[config.mk]
export PLATFORM = sky130hd
export DESIGN_NAME = tga_image_stream_decoder_flat
export DESIGN_NICKNAME = d
export VERILOG_FILES = /design/src/design/tgadec_pkg.sv /design/src/design/tgadec_in_if.sv /design/src/design/tgadec_out_if.sv /design/src/design/tga_image_stream_decoder.sv /design/src/flat_wrapper.sv
export SDC_FILE = /design/constraint.sdc
export NUM_CORES = 1
export LEC_CHECK = 0
export BUFFER_PORTS_ARGS = -buffer_cell sky130_fd_sc_hd__buf_2
export CORE_MARGIN = 3
export CORE_UTILIZATION = 60
export CTS_BUF_LIST = sky130_fd_sc_hd__clkbuf_16
export DETAILED_ROUTE_END_ITERATION = 10
export PLACE_DENSITY = 0.78
export RECOVER_POWER = 25
export SYNTH_ARGS = -nofsm -noshare
export SYNTH_HDL_FRONTEND = slang
export SYNTH_SLANG_ARGS = --single-unit
[constraint.sdc]
create_clock -name i_clk -period 11.91 [get_ports i_clk]
set_input_delay 2.382 -clock i_clk [delete_from_list [all_inputs] [get_ports i_clk]]
set_output_delay 2.382 -clock i_clk [all_outputs]
set_load 0.02 [all_outputs]
[src/design/tgadec_pkg.sv]
// Shared types and constants for the TGA stream decoder.
`timescale 1ns / 1ps

package tgadec_pkg;

    typedef enum logic [1:0] {
        KIND_SIZE  = 2'd0,
        KIND_RUN   = 2'd1,
        KIND_ERROR = 2'd2
    } t_kind;

    typedef enum logic [1:0] {
        ERR_NONE     = 2'd0,
        ERR_BAD_TYPE = 2'd1,
        ERR_BAD_DEPTH = 2'd2,
        ERR_CLIPPED  = 2'd3
    } t_err;

    typedef enum logic [3:0] {
        PH_HEADER = 4'b0001,
        PH_PACKET = 4'b0010,
        PH_PIXEL  = 4'b0100,
        PH_IDLE   = 4'b1000
    } t_phase;

    localparam logic [4:0] HDR_TYPE      = 5'd2;
    localparam logic [4:0] HDR_WIDTH_LO  = 5'd12;
    localparam logic [4:0] HDR_WIDTH_HI  = 5'd13;
    localparam logic [4:0] HDR_HEIGHT_LO = 5'd14;
    localparam logic [4:0] HDR_HEIGHT_HI = 5'd15;
    localparam logic [4:0] HDR_DEPTH     = 5'd16;
    localparam logic [4:0] HDR_LAST      = 5'd17;

    localparam logic [7:0] TYPE_RAW = 8'd2;
    localparam logic [7:0] TYPE_RLE = 8'd10;

    localparam logic [4:0] DEPTH_DIV8_RGB  = 5'd3;
    localparam logic [4:0] DEPTH_DIV8_RGBA = 5'd4;

    localparam logic [2:0] BYTES_RGB  = 3'd3;
    localparam logic [2:0] BYTES_RGBA = 3'd4;
    localparam logic [2:0] BYTES_NONE = 3'd0;

endpackage

[src/design/tgadec_in_if.sv]
// Byte request channel into the TGA stream decoder.
`timescale 1ns / 1ps

interface tgadec_in_if;
    logic       valid;
    logic       ready;
    logic [7:0] data_byte;
    logic       first_of_file;

    modport source (output valid, output data_byte, output first_of_file, input ready);
    modport sink   (input valid, input data_byte, input first_of_file, output ready);
endinterface

[src/design/tgadec_out_if.sv]
// Result request channel out of the TGA stream decoder.
`timescale 1ns / 1ps

interface tgadec_out_if;
    logic                valid;
    logic                ready;
    tgadec_pkg::t_kind   kind;
    logic [15:0]         image_width;
    logic [15:0]         image_height;
    logic [7:0]          blue;
    logic [7:0]          green;
    logic [7:0]          red;
    logic [7:0]          alpha;
    logic                has_alpha;
    logic [7:0]          run_length;
    tgadec_pkg::t_err    error_code;
    logic                last;

    modport source (
        output valid, output kind, output image_width, output image_height,
        output blue, output green, output red, output alpha, output has_alpha,
        output run_length, output error_code, output last, input ready
    );
    modport sink (
        input valid, input kind, input image_width, input image_height,
        input blue, input green, input red, input alpha, input has_alpha,
        input run_length, input error_code, input last, output ready
    );
endinterface

[src/design/tga_image_stream_decoder.sv]
// TGA stream decoder: header parse, raw or RLE pixel decode and pixel run output.
// Each result is written into the output register as its byte is accepted.
// Throughput: one byte per cycle; a new byte is taken whenever the output register is
// empty or being drained in the same cycle.
// The pixel count (16 x 16 multiply) is formed on the last header byte.
// Synchronous active-low reset clears the parse state and the output valid.
`timescale 1ns / 1ps

module tga_image_stream_decoder (
    input  logic               i_clk,
    input  logic               i_rst_n,
    tgadec_in_if.sink          i_in,
    tgadec_out_if.source       o_out
);

    tgadec_pkg::t_phase r_phase, n_phase;
    logic [4:0]  r_hdr_pos, n_hdr_pos;
    logic        r_rle, n_rle;
    logic [15:0] r_width, n_width;
    logic [15:0] r_height, n_height;
    logic [2:0]  r_pbytes, n_pbytes;
    logic [31:0] r_remain, n_remain;
    logic        r_repeat, n_repeat;
    logic [7:0]  r_pkt_left, n_pkt_left;
    logic [1:0]  r_bip, n_bip;
    logic [31:0] r_asm, n_asm;

    logic        r_out_valid;
    tgadec_pkg::t_kind r_kind, n_kind;
    logic [31:0] r_pix, n_pix;
    logic        r_has_alpha, n_has_alpha;
    logic [7:0]  r_run, n_run;
    tgadec_pkg::t_err r_err, n_err;
    logic        r_last, n_last;
    logic [15:0] r_res_w, r_res_h;
    logic        n_res;

    tgadec_pkg::t_phase c_phase;
    logic [4:0]  c_hdr_pos;
    logic        c_rle;
    logic [15:0] c_width, c_height;
    logic [2:0]  c_pbytes;
    logic [31:0] c_remain;
    logic        c_repeat;
    logic [7:0]  c_pkt_left;
    logic [1:0]  c_bip;
    logic [31:0] c_asm;

    logic        w_take;
    logic [7:0]  w_b;
    logic [31:0] w_asm;
    logic [31:0] w_run32;
    logic [7:0]  w_left_dec;

    assign i_in.ready = !r_out_valid || o_out.ready;
    assign w_take     = i_in.valid && i_in.ready;
    assign w_b        = i_in.data_byte;

    always_comb begin
        // a first-of-file byte sees the reset state
        if (i_in.first_of_file) begin
            c_phase    = tgadec_pkg::PH_HEADER;
            c_hdr_pos  = '0;
            c_rle      = 1'b0;
            c_width    = '0;
            c_height   = '0;
            c_pbytes   = tgadec_pkg::BYTES_NONE;
            c_remain   = '0;
            c_repeat   = 1'b0;
            c_pkt_left = '0;
            c_bip      = '0;
            c_asm      = '0;
        end else begin
            c_phase    = r_phase;
            c_hdr_pos  = r_hdr_pos;
            c_rle      = r_rle;
            c_width    = r_width;
            c_height   = r_height;
            c_pbytes   = r_pbytes;
            c_remain   = r_remain;
            c_repeat   = r_repeat;
            c_pkt_left = r_pkt_left;
            c_bip      = r_bip;
            c_asm      = r_asm;
        end

        n_phase    = c_phase;
        n_hdr_pos  = c_hdr_pos;
        n_rle      = c_rle;
        n_width    = c_width;
        n_height   = c_height;
        n_pbytes   = c_pbytes;
        n_remain   = c_remain;
        n_repeat   = c_repeat;
        n_pkt_left = c_pkt_left;
        n_bip      = c_bip;
        n_asm      = c_asm;

        n_res       = 1'b0;
        n_kind      = tgadec_pkg::KIND_ERROR;
        n_pix       = '0;
        n_has_alpha = 1'b0;
        n_run       = '0;
        n_err       = tgadec_pkg::ERR_NONE;
        n_last      = 1'b0;

        w_asm      = c_asm | ({24'b0, w_b} << {c_bip, 3'b000});
        w_run32    = 32'd1;
        w_left_dec = (c_pkt_left != 8'd0) ? c_pkt_left - 8'd1 : 8'd0;

        unique case (c_phase)
            tgadec_pkg::PH_HEADER: begin
                n_hdr_pos = c_hdr_pos + 5'd1;
                unique case (c_hdr_pos)
                    tgadec_pkg::HDR_TYPE: begin
                        if (w_b != tgadec_pkg::TYPE_RAW && w_b != tgadec_pkg::TYPE_RLE) begin
                            n_phase = tgadec_pkg::PH_IDLE;
                            n_res   = 1'b1;
                            n_err   = tgadec_pkg::ERR_BAD_TYPE;
                            n_last  = 1'b1;
                        end
                        n_rle = (w_b == tgadec_pkg::TYPE_RLE);
                    end
                    tgadec_pkg::HDR_WIDTH_LO:  n_width[7:0]   = w_b;
                    tgadec_pkg::HDR_WIDTH_HI:  n_width[15:8]  = w_b;
                    tgadec_pkg::HDR_HEIGHT_LO: n_height[7:0]  = w_b;
                    tgadec_pkg::HDR_HEIGHT_HI: n_height[15:8] = w_b;
                    tgadec_pkg::HDR_DEPTH: begin
                        if (w_b[7:3] == tgadec_pkg::DEPTH_DIV8_RGB) begin
                            n_pbytes = tgadec_pkg::BYTES_RGB;
                        end else if (w_b[7:3] == tgadec_pkg::DEPTH_DIV8_RGBA) begin
                            n_pbytes = tgadec_pkg::BYTES_RGBA;
                        end else begin
                            n_pbytes = tgadec_pkg::BYTES_NONE;
                        end
                    end
                    tgadec_pkg::HDR_LAST: begin
                        n_res  = 1'b1;
                        n_last = 1'b1;
                        if (c_pbytes == tgadec_pkg::BYTES_NONE) begin
                            n_phase = tgadec_pkg::PH_IDLE;
                            n_err   = tgadec_pkg::ERR_BAD_DEPTH;
                        end else begin
                            n_remain    = {16'd0, c_width} * {16'd0, c_height};
                            n_bip       = '0;
                            n_asm       = '0;
                            n_kind      = tgadec_pkg::KIND_SIZE;
                            n_has_alpha = (c_pbytes == tgadec_pkg::BYTES_RGBA);
                            n_last      = (c_width == 16'd0) || (c_height == 16'd0);
                            if (n_last) begin
                                n_phase = tgadec_pkg::PH_IDLE;
                            end else if (c_rle) begin
                                n_phase = tgadec_pkg::PH_PACKET;
                            end else begin
                                n_phase = tgadec_pkg::PH_PIXEL;
                            end
                        end
                    end
                    default: ;
                endcase
            end
            tgadec_pkg::PH_PACKET: begin
                n_repeat   = w_b[7];
                n_pkt_left = w_b[7] ? {1'b0, w_b[6:0]} + 8'd1 : w_b + 8'd1;
                n_bip      = '0;
                n_asm      = '0;
                n_phase    = tgadec_pkg::PH_PIXEL;
            end
            tgadec_pkg::PH_PIXEL: begin
                if ({1'b0, c_bip} + 3'd1 >= c_pbytes) begin
                    n_bip  = '0;
                    n_asm  = '0;
                    n_res  = 1'b1;
                    n_kind = tgadec_pkg::KIND_RUN;
                    n_pix  = w_asm;
                    n_has_alpha = (c_pbytes == tgadec_pkg::BYTES_RGBA);
                    if (c_rle && c_repeat) begin
                        w_run32 = {24'b0, c_pkt_left};
                        if (w_run32 > c_remain) begin
                            w_run32 = c_remain;
                            n_err   = tgadec_pkg::ERR_CLIPPED;
                        end
                        n_remain   = c_remain - w_run32;
                        n_pkt_left = '0;
                        n_phase    = tgadec_pkg::PH_PACKET;
                    end else if (c_rle) begin
                        n_remain   = c_remain - 32'd1;
                        n_pkt_left = w_left_dec;
                        if (n_remain == 32'd0 && w_left_dec != 8'd0) begin
                            n_err = tgadec_pkg::ERR_CLIPPED;
                        end
                        n_phase = (w_left_dec == 8'd0) ? tgadec_pkg::PH_PACKET
                                                       : tgadec_pkg::PH_PIXEL;
                    end else begin
                        n_remain = c_remain - 32'd1;
                        n_phase  = tgadec_pkg::PH_PIXEL;
                    end
                    n_run  = w_run32[7:0];
                    n_last = (n_remain == 32'd0);
                    if (n_last) begin
                        n_phase = tgadec_pkg::PH_IDLE;
                    end
                end else begin
                    n_asm = w_asm;
                    n_bip = c_bip + 2'd1;
                end
            end
            tgadec_pkg::PH_IDLE: ;
            default: ;
        endcase
    end

    always_ff @(posedge i_clk) begin
        if (!i_rst_n) begin
            r_phase     <= tgadec_pkg::PH_HEADER;
            r_hdr_pos   <= '0;
            r_rle       <= 1'b0;
            r_width     <= '0;
            r_height    <= '0;
            r_pbytes    <= tgadec_pkg::BYTES_NONE;
            r_remain    <= '0;
            r_repeat    <= 1'b0;
            r_pkt_left  <= '0;
            r_bip       <= '0;
            r_asm       <= '0;
            r_out_valid <= 1'b0;
        end else begin
            if (w_take) begin
                r_phase     <= n_phase;
                r_hdr_pos   <= n_hdr_pos;
                r_rle       <= n_rle;
                r_width     <= n_width;
                r_height    <= n_height;
                r_pbytes    <= n_pbytes;
                r_remain    <= n_remain;
                r_repeat    <= n_repeat;
                r_pkt_left  <= n_pkt_left;
                r_bip       <= n_bip;
                r_asm       <= n_asm;
                r_out_valid <= n_res;
            end else if (o_out.ready) begin
                r_out_valid <= 1'b0;
            end
        end
    end

    always_ff @(posedge i_clk) begin
        if (w_take && n_res) begin
            r_kind      <= n_kind;
            r_pix       <= n_pix;
            r_has_alpha <= n_has_alpha;
            r_run       <= n_run;
            r_err       <= n_err;
            r_last      <= n_last;
            r_res_w     <= n_width;
            r_res_h     <= n_height;
        end
    end

    assign o_out.valid        = r_out_valid;
    assign o_out.kind         = r_kind;
    assign o_out.image_width  = r_res_w;
    assign o_out.image_height = r_res_h;
    assign o_out.blue         = r_pix[7:0];
    assign o_out.green        = r_pix[15:8];
    assign o_out.red          = r_pix[23:16];
    assign o_out.alpha        = r_pix[31:24];
    assign o_out.has_alpha    = r_has_alpha;
    assign o_out.run_length   = r_run;
    assign o_out.error_code   = r_err;
    assign o_out.last         = r_last;

endmodule
[src/flat_wrapper.sv]
// flat-port wrapper written by rule: the top's interface ports become plain ports
module tga_image_stream_decoder_flat 
  (i_clk, i_rst_n, i_in_valid, i_in_data_byte, i_in_first_of_file, i_in_ready, o_out_valid, o_out_kind, o_out_image_width, o_out_image_height, o_out_blue, o_out_green, o_out_red, o_out_alpha, o_out_has_alpha, o_out_run_length, o_out_error_code, o_out_last, o_out_ready);
  tgadec_in_if i_in_i ();
  tgadec_out_if o_out_i ();
  input  logic i_clk;
  input  logic i_rst_n;
  input wire logic [$bits(i_in_i.valid)-1:0] i_in_valid;
  input wire logic [$bits(i_in_i.data_byte)-1:0] i_in_data_byte;
  input wire logic [$bits(i_in_i.first_of_file)-1:0] i_in_first_of_file;
  output wire logic [$bits(i_in_i.ready)-1:0] i_in_ready;
  output wire logic [$bits(o_out_i.valid)-1:0] o_out_valid;
  output wire logic [$bits(o_out_i.kind)-1:0] o_out_kind;
  output wire logic [$bits(o_out_i.image_width)-1:0] o_out_image_width;
  output wire logic [$bits(o_out_i.image_height)-1:0] o_out_image_height;
  output wire logic [$bits(o_out_i.blue)-1:0] o_out_blue;
  output wire logic [$bits(o_out_i.green)-1:0] o_out_green;
  output wire logic [$bits(o_out_i.red)-1:0] o_out_red;
  output wire logic [$bits(o_out_i.alpha)-1:0] o_out_alpha;
  output wire logic [$bits(o_out_i.has_alpha)-1:0] o_out_has_alpha;
  output wire logic [$bits(o_out_i.run_length)-1:0] o_out_run_length;
  output wire logic [$bits(o_out_i.error_code)-1:0] o_out_error_code;
  output wire logic [$bits(o_out_i.last)-1:0] o_out_last;
  input wire logic [$bits(o_out_i.ready)-1:0] o_out_ready;
  assign i_in_i.valid = i_in_valid;
  assign i_in_i.data_byte = i_in_data_byte;
  assign i_in_i.first_of_file = i_in_first_of_file;
  assign i_in_ready = i_in_i.ready;
  assign o_out_valid = o_out_i.valid;
  assign o_out_kind = o_out_i.kind;
  assign o_out_image_width = o_out_i.image_width;
  assign o_out_image_height = o_out_i.image_height;
  assign o_out_blue = o_out_i.blue;
  assign o_out_green = o_out_i.green;
  assign o_out_red = o_out_i.red;
  assign o_out_alpha = o_out_i.alpha;
  assign o_out_has_alpha = o_out_i.has_alpha;
  assign o_out_run_length = o_out_i.run_length;
  assign o_out_error_code = o_out_i.error_code;
  assign o_out_last = o_out_i.last;
  assign o_out_i.ready = o_out_ready;
  tga_image_stream_decoder u_core (.i_clk(i_clk), .i_rst_n(i_rst_n), .i_in(i_in_i), .o_out(o_out_i));
endmodule
==> results_dict.tcl <==
set metrics [dict create \
    outcome "finished with violations" \
    violations "max-capacitance violations, max-slew violations" \
    synth_cell_type_count 88 \
    rsz0062_at_grt "false" \
    async_flop_share_pct 0 \
    synth-compound-area-share_pct 16.4 \
    cp.required_ps 12240 \
    grt_use_total_pct 33.5 \
    cts_setup_buffers 0 \
    drv_cap 3 \
    crit_type "in -> reg" \
    max_freq_mhz 97.5 \
    synth_cells 2417 \
    fin_cells 2842 \
    grt_pass1_vias 17700 \
    avgSynthCellArea_um2 8.45 \
    clk_pin_slew_ps 80 \
    drtAntennaViolNets 0 \
    report.final.slew_viol_count 173 \
    p_leak_nw 9.33 \
    final_util_pct 64.9 \
    remaining_drc_errors 0 \
    antennaDiodeCount 0 \
    yosys.area_share.simple_pct 21.3 \
    htreeDepth 4 \
    root_buffer "clkbuf_16" \
    drt_iter0_drc 2198 \
    synth_xor_area_share_pct 2.15 \
    slowest_stage "clkbuf_1" \
    finalCritPeriodShare_pct 86.2 \
    drive_gt1_share_pct 5.50 \
    die_w_um 190 \
    nNetsFinal 2728 \
    finalHoldViolCount 0 \
    final_area_um2 21400 \
    tns_ps 0 \
    fillerInstances 2763 \
    antenna_found_initial 0 \
    setup_viol 0 \
    yosysSeqAreaShare_pct 23.3 \
    layout_common_cells "nand2_1 (324), inv_1 (244), fa_1 (195), nor2_1 (172), ha_1 (133)" \
    syn_nets 2758 \
    ir_drop_mv 0.0846 \
    hpwl_um 43700 \
    synth_flop_cell "dfxtp_1" \
    worstPathArrival_ps 10590 \
    worst_slack_ps 1650 \
    slew_headroom_pct -123 \
    fp.dieH_um 190 \
    row_count 66 \
    path_delay_family "simple AND/OR/NAND/NOR gates" \
    synth_fa_ha_area_share_pct 27.3 \
    fin_crit_ps 10260 \
    hold_depth 2 \
    dpl_cell_area_um2 21000 \
    pre_cts_ws_ps 2030 \
    io_pins 93 \
    core-area_um2 33000 \
    critPathCaptureType "flip-flop" \
    cp.depth 26 \
    overflow 0 \
    totalPowerFinal_mw 1.55 \
    clockBufferDepth 2 \
    synth_enable_flop_cells 78 \
    crit_top_cell "nor2_1" \
    cts_tree "built" \
    whs_ps 470 \
    hp-class "reg -> reg" \
    ctsResizeCount 0 \
    worst_pin_slew_ps 3340 \
    layout_commonest_cell "nand2_1" \
    cts-buffers-inserted 17 \
    clock_latency_ps 450 \
    synth.cell_area_um2 20400 \
    clock_sinks 199 \
    muxShareOfSynthArea_pct 1.79 \
    path_max_fanout 35 \
    slowest_delay_ps 1230 \
    synth-seq-cells 199 \
    synth_warnings 0 \
    synth_top_family_by_area "adder cells" \
    wl_um 59900 \
    initial_core_util_pct 61.8 \
    post_drt_wl_per_cell_um 21.1 \
    grt_pass1_wl_um 97000 \
    dieArea_um2 36300 \
    ctsHoldBuffers 0 \
    reg2regPathDepth 23 \
    fin_skew_ps 17.2 \
    place_inst 2810 \
    grt_start_max_net_pins 79 \
    power_density_nw_per_um2 72.3 \
    path_buf_inv 4 \
    via_per_inst 6.32 \
    portBuffers 92 \
    vias 18000 \
    areaGrowthSynthToFinish_pct 4.98 \
    start_kind "input port" \
    globalplace.congestion 0.983 \
    first_pass_iters 5 \
]
## routing by layer
| metal | vias up | track usage, % | part of all wire [%] |
|---|---|---|---|
| met1 | 8688 | 47.4 | 42 |
| li1 | 8097 | - | - |
| met4 | 0 | 9.40 | 2.6 |
| met2 | 1046 | 52.9 | 46 |
| met5 | - | 0 | 0 |
| met3 | 141 | 6.40 | 10 |
## synthesized netlist by cell type (all sizes together), types with 22 or more instances
library cell | number | area [um^2]
nand2 | 326 | 1230
inv | 244 | 916
fa | 195 | 3900
nor2 | 172 | 646
clkbuf | 138 | 519
ha | 133 | 1660
and2 | 130 | 813
a21oi | 122 | 614
dfxtp | 121 | 2420
o21ai | 121 | 606
edfxtp | 78 | 2340
a22oi | 49 | 368
nor2b | 47 | 294
nor3 | 43 | 231
a21boi | 41 | 308
nand3 | 38 | 208
buf | 28 | 135
nor4 | 28 | 218
xnor2 | 28 | 245
and3 | 23 | 144
xor2 | 22 | 193
## area by class of cell
type	count	area, um^2	area share (%)
Inverter	244	917	4.28
Clock buffer	17	425	1.98
Tap cell	442	553	2.58
Sequential cell	199	4760	22.2
Multi-Input combinational cell	1808	14100	65.8
Clock inverter	15	141	0.660
Timing Repair Buffer	117	539	2.52
## power by group
group	leakage [nW]	internal [mW]	total (mW)	switching (mW)
Clock	0.283	0.278	0.577	0.298
Combinational	7.20	0.0796	0.244	0.164
Sequential	1.84	0.711	0.729	0.0177
Total	9.33	1.07	1.55	0.481
## kinds of logic after synthesis
group                      after synthesis
buffers and inverters                  410
AOI/OAI and AO/OA                      508
DFF                                    199
adders and majority gates              328
and+or+nand+nor                        888
muxes                                   34
xor gates and xnor gates                50
## state kept, by name, indices dropped and copies added (netlist names), 3 cells and up
signal,flops
u_core.r_asm,32
u_core.r_pix,32
u_core.r_remain,32
u_core.o_out.image_height,16
u_core.o_out.image_width,16
u_core.r_height,16
u_core.r_width,16
u_core.o_out.run_length,8
u_core.r_pkt_left,8
u_core.r_hdr_pos,5
u_core.r_phase,4
u_core.r_pbytes,3
## path summary, 6_finish.rpt
check,start,endpoint,slack (ps)
worst min-delay path,u_core.r_width[6],u_core.r_width[6],470
worst max register to register,u_core.r_width[14],u_core.r_remain[29],4150
worst min register to register,u_core.r_width[6],u_core.r_width[6],470
worst max-delay path,i_in_first_of_file,u_core.r_phase[2],1650
## worst register-to-register path: stages, from the launching register on
cell	delay, ps
dfxtp_1	350
nor2b_1	1070
nand2_1	200
fa_1	540
fa_1	550
inv_1	50
fa_1	480
fa_1	520
fa_1	490
inv_1	50
fa_1	510
inv_1	60
ha_1	340
a21o_1	200
a21o_1	170
a21oi_1	140
o21ai_0	100
a31o_2	270
a311oi_1	430
o21ai_0	230
a21oi_1	340
o21ai_0	160
o2111ai_1	120
a31oi_1	110
(Power assumes the default switching activity.)
